<file path="config.mk">
export PLATFORM = sky130hd
export DESIGN_NAME = rogw_div
export DESIGN_NICKNAME = d
export VERILOG_FILES = /design/src/rtl/rogw_pkg.sv /design/src/rtl/rogw_div.sv
export SDC_FILE = /design/constraint.sdc
export NUM_CORES = 1
export LEC_CHECK = 0
export ABC_AREA = 0
export BUFFER_PORTS_ARGS = -buffer_cell sky130_fd_sc_hd__buf_4
export CAP_MARGIN = 20
export CORE_UTILIZATION = 45
export CTS_BUF_LIST = sky130_fd_sc_hd__clkbuf_8
export DETAILED_ROUTE_END_ITERATION = 10
export PLACE_DENSITY = 0.73
export REMOVE_ABC_BUFFERS = 1
export SLEW_MARGIN = 0
export SYNTH_ARGS = -nofsm -noshare
export SYNTH_HDL_FRONTEND = slang
export SYNTH_SLANG_ARGS = --single-unit
export TNS_END_PERCENT = 5
</file>
<file path="constraint.sdc">
create_clock -name clk -period 5.4 [get_ports clk]
set_input_delay 1.08 -clock clk [delete_from_list [all_inputs] [get_ports clk]]
set_output_delay 1.08 -clock clk [all_outputs]
set_load 0.02 [all_outputs]
</file>
<file path="src/rtl/rogw_pkg.sv">
// rogw_pkg: shared constants, codes and types for the rectangle occupancy grid
// no dependencies; imported by the channel interfaces, the divider and the top level
`timescale 1ns / 1ps

package rogw_pkg;

	// grid geometry
	localparam int GRID_COLUMNS = 64;
	localparam int GRID_ROWS    = 64;
	localparam int CELL_COUNT   = GRID_COLUMNS * GRID_ROWS;

	localparam int COL_W  = (GRID_COLUMNS > 1) ? $clog2(GRID_COLUMNS) : 1;
	localparam int ROW_W  = (GRID_ROWS > 1) ? $clog2(GRID_ROWS) : 1;
	localparam int ADDR_W = (CELL_COUNT > 1) ? $clog2(CELL_COUNT) : 1;

	// field widths
	localparam int KIND_W     = 2;
	localparam int POS_W      = 15;
	localparam int SUM_W      = 16;
	localparam int CELL_W     = 11;
	localparam int GRID_W     = 16;
	localparam int SPAN_W     = 17;
	localparam int CHG_W      = 13;
	localparam int WGT_W      = 8;
	localparam int CFG_IDX_W  = 1;
	localparam int CFG_DATA_W = 11;

	localparam logic [CHG_W-1:0] CHG_MAX = '1;
	localparam logic [WGT_W-1:0] WGT_MAX = '1;

	typedef enum logic [KIND_W-1:0] {
		KIND_ADD    = 2'd0,
		KIND_REMOVE = 2'd1,
		KIND_READ   = 2'd2,
		KIND_NONE   = 2'd3
	} kind_t;

	typedef enum logic [CFG_IDX_W-1:0] {
		REG_CELL_WIDTH  = 1'b0,
		REG_CELL_HEIGHT = 1'b1
	} reg_idx_t;

	typedef struct packed {
		logic              start;
		logic [SUM_W-1:0]  dividend;
		logic [CELL_W-1:0] divisor;
	} div_req_t;

	typedef struct packed {
		logic              done;
		logic [SUM_W-1:0]  quot;
		logic [CELL_W-1:0] rem;
	} div_rsp_t;

endpackage

</file>
<file path="src/rtl/rogw_div.sv">
// rogw_div: restoring divider, one quotient bit per cycle
// depends on rogw_pkg (div_req_t, div_rsp_t); divisor must be nonzero
`timescale 1ns / 1ps

module rogw_div import rogw_pkg::*; (
	input  logic     clk,
	input  logic     arst_n,
	input  div_req_t req,
	output div_rsp_t rsp
);

	localparam int CNT_W = $clog2(SUM_W);
	localparam logic [CNT_W-1:0] CNT_LAST = CNT_W'(SUM_W - 1);

	logic              busy_q;
	logic              done_q;
	logic [CNT_W-1:0]  cnt_q;
	logic [SUM_W-1:0]  dq_q;
	logic [CELL_W-1:0] rem_q;
	logic [CELL_W-1:0] dvs_q;

	logic [CELL_W:0] trial;
	logic [CELL_W:0] diff;
	logic            ge;

	// shift in the next dividend bit and try a subtract
	assign trial = {rem_q, dq_q[SUM_W-1]};
	assign ge    = trial >= {1'b0, dvs_q};
	assign diff  = trial - {1'b0, dvs_q};

	always_ff @(posedge clk or negedge arst_n) begin
		if (!arst_n) begin
			busy_q <= 1'b0;
			done_q <= 1'b0;
			cnt_q  <= '0;
		end else if (req.start) begin
			busy_q <= 1'b1;
			done_q <= 1'b0;
			cnt_q  <= '0;
		end else if (busy_q) begin
			cnt_q <= cnt_q + CNT_W'(1);
			if (cnt_q == CNT_LAST) begin
				busy_q <= 1'b0;
				done_q <= 1'b1;
			end
		end else begin
			done_q <= 1'b0;
		end
	end

	always_ff @(posedge clk) begin
		if (req.start) begin
			dq_q  <= req.dividend;
			rem_q <= '0;
			dvs_q <= req.divisor;
		end else if (busy_q) begin
			dq_q  <= {dq_q[SUM_W-2:0], ge};
			rem_q <= ge ? diff[CELL_W-1:0] : trial[CELL_W-1:0];
		end
	end

	assign rsp.done = done_q;
	assign rsp.quot = dq_q;
	assign rsp.rem  = rem_q;

endmodule

</file>
==> results.yml <==
clock_tree:
  clockBufferDepth: 2
  cts_hold_buf: 0
  tritoncts: "built"
  cts-buffers-inserted: 5
  path_clk_slew_ns: 0.08
  cts_root_buf: "clkbuf_8"
  clk_latency_ns: 0.29
  cts_setup_buffers: 0
  cts_resized: 0
  cts_sinks: 44
  ctsHtreeMaxLevel: 2
global_routing:
  grt_max_degree: 48
  antenna_found_initial: 0
  grt_pass1_wl_mm: 7.15
  grt_pass1_vias: 1621
  overflow: 0
  grt.total_usage: 0.170
logic_synthesis:
  yosysWarnings: 0
  netlist_area_um2: 2400
  avgSynthCellArea_um2: 11.6
  yosysSeqAreaShare: 0.493
  synth-seq-cells: 44
  syn_inst: 206
  synth-async-reset-ratio: 0.136
  synth-main-ff-cell: "edfxtp_1"
  synth_edf_count: 27
  synth_cell_type_count: 49
critical_path:
  crit_type: "flop to flop"
  critical_path_required_ns: 5.62
  crit_path_start_kind: "flop"
  cp_data_arrival_time_ns: 2.84
  crit_fanout: 14
  worstSetupEndpointType: "flop"
placement:
  dpl.hpwl_mm: 3.14
  portBuffers: 57
  placed_cells: 323
  dpl_cell_area_um2: 2860
  routabilityCongestion: 0.851
timing:
  drv_slew: 0
  worst_slew_pin_slew_ns: 0.964
  fin_crit_ns: 2.62
  fin_crit_sh: 0.485
  clock_skew_ns: 0.00612
  rsz0062_at_grt: "false"
  setup_violations: 0
  finalSetupTns_ns: 0
  finalHoldViolCount: 0
  fmax_ghz: 0.382
  relSlewSlack: 0.358
floorplan:
  coreArea_um2: 5110
  io_pins: 58
  die_area_um2: 5620
  die_w_um: 75.0
  start_util: 0.469
  rows: 26
  chipHeight_um: 75.0
routing:
  first_pass_iters: 4
  via_per_inst: 5.08
  antenna_left: 0
  drt-wirelength-per-cell_um: 13.4
  drc: 0
  drtIter0Drc: 69
  finalWirelength_mm: 4.45
  vias: 1683
power:
  irDropWorstVdd_v: 0.000208
  p_leak_nw: 1.28
  power.density_nw_per_um2: 408
  finalPower_mw: 1.20
hold_path:
  hp-class: "flop to flop"
flow_run:
  drv_cap: 0
finish:
  instances_no_fill: 331
  area_growth_pct: 22.7
  design_area_um2: 2940
  mostFrequentLayoutCell: "buf_4"
  antenna_cells: 0
  most-common-layout-cells: "57 x buf_4, 27 x edfxtp_1, 20 x nor2_1"
  drive_above_1_share: 0.333
  fill_cells: 438
  final_nets: 303
status:
  outcome: "finished, final reports clean"
==> final timing paths <==
path,slack (ns),end,cells after the start,start
worst max-delay path,2.78,rem_q[0]$_SDFFE_PP0P_,9,dq_q[15]$_DFFE_PP_
worst min-delay path,0.52,rem_q[7]$_SDFFE_PP0P_,2,rem_q[7]$_SDFFE_PP0P_
worst max register to register,2.78,rem_q[0]$_SDFFE_PP0P_,9,dq_q[15]$_DFFE_PP_
worst min register to register,0.52,rem_q[7]$_SDFFE_PP0P_,2,rem_q[7]$_SDFFE_PP0P_
max in group asynchronous,4.71,cnt_q[2]$_DFFE_PN0P_,1,arst_n
min in group asynchronous,0.57,done_q$_DFFE_PN0P_,1,arst_n
==> synthesized netlist by cell type, drive strengths merged (3+ instances only) <==
cell / n / area share
dfrtp: 6 / 0.063
dfxtp: 11 / 0.092
buf: 4 / 0.013
mux2: 17 / 0.081
mux2i: 7 / 0.029
a211oi: 8 / 0.027
xnor2: 6 / 0.022
clkbuf: 6 / 0.0094
ha: 12 / 0.063
o21ai: 9 / 0.025
nand2: 8 / 0.013
nor2: 20 / 0.031
edfxtp: 27 / 0.34
nand3: 3 / 0.0084
a21oi: 5 / 0.010
nand2b: 4 / 0.010
o211ai: 4 / 0.013
inv: 13 / 0.020
==> worst max-delay path, cell delays in order (launching register included) <==
cell and delay, ns:
edfxtp_1 0.35, inv_1 0.06, ha_1 0.22, fa_1 0.42, nor2b_1 0.18, o31a_1 0.20
o21ai_2 0.13, o21ai_4 0.42, mux2_4 0.35, a211oi_2 0.21
==> metrics by stage <==
| step | setup slack, ns | hold WS (ns) | util |
|---|---|---|---|
| global placement | 2.90 | 0.510 | 0.560 |
| CTS | 2.78 | 0.530 | 0.576 |
| detailed placement | 2.80 | 0.515 | 0.560 |
| finish | 2.78 | 0.522 | 0.576 |
| global route | 2.62 | 0.545 | 0.576 |
| floorplan | 2.91 | 0.513 | - |
==> registers in the layout (all words and copies together) (netlist names) <==
register  count
cnt_q         4
rem_q        11
done_q        1
dq_q         16
busy_q        1
dvs_q        11
==> layout make-up <==
cell class              instances  area [um2]  share of cell area
flip-flops and latches         44        1180               0.402
multi-input cells             139        1110               0.379
repair buffers                 57         428               0.146
well taps                      70        87.6              0.0298
clock buffers                   5        68.8              0.0234
inverters                      13        48.8              0.0166
clock inverters                 3        11.3             0.00383
==> report_power, final <==
part           switching [mW]  total (mW)  internal, mW
combinational           0.285       0.539         0.254
sequential             0.0463       0.463         0.417
clock                   0.110       0.196        0.0865
total                   0.441        1.20         0.758
==> metal layers <==
layer,part of all wire,up-vias,wire length (um),track usage
met1,0.45,769,2000,0.207
met4,0.010,0,46,0.0545
li1,-,860,-,-
met5,0,-,0,0
met3,0.084,6,375,0.0736
met2,0.46,48,2030,0.272
==> kinds of logic (layout without fill, tap and decap cells) <==
| kind of cell | after synthesis | in the layout | share of synthesized area |
|---|---|---|---|
| xor+xnor | 8 | 8 | 0.0292 |
| buf+inv | 23 | 78 | 0.0423 |
| mux | 24 | 24 | 0.111 |
| simple gates | 54 | 54 | 0.126 |
| compound gates | 40 | 40 | 0.128 |
| flops | 44 | 44 | 0.493 |
| fa+ha+maj | 13 | 13 | 0.0710 |
No activity file was read; power rests on OpenSTA's default activity.
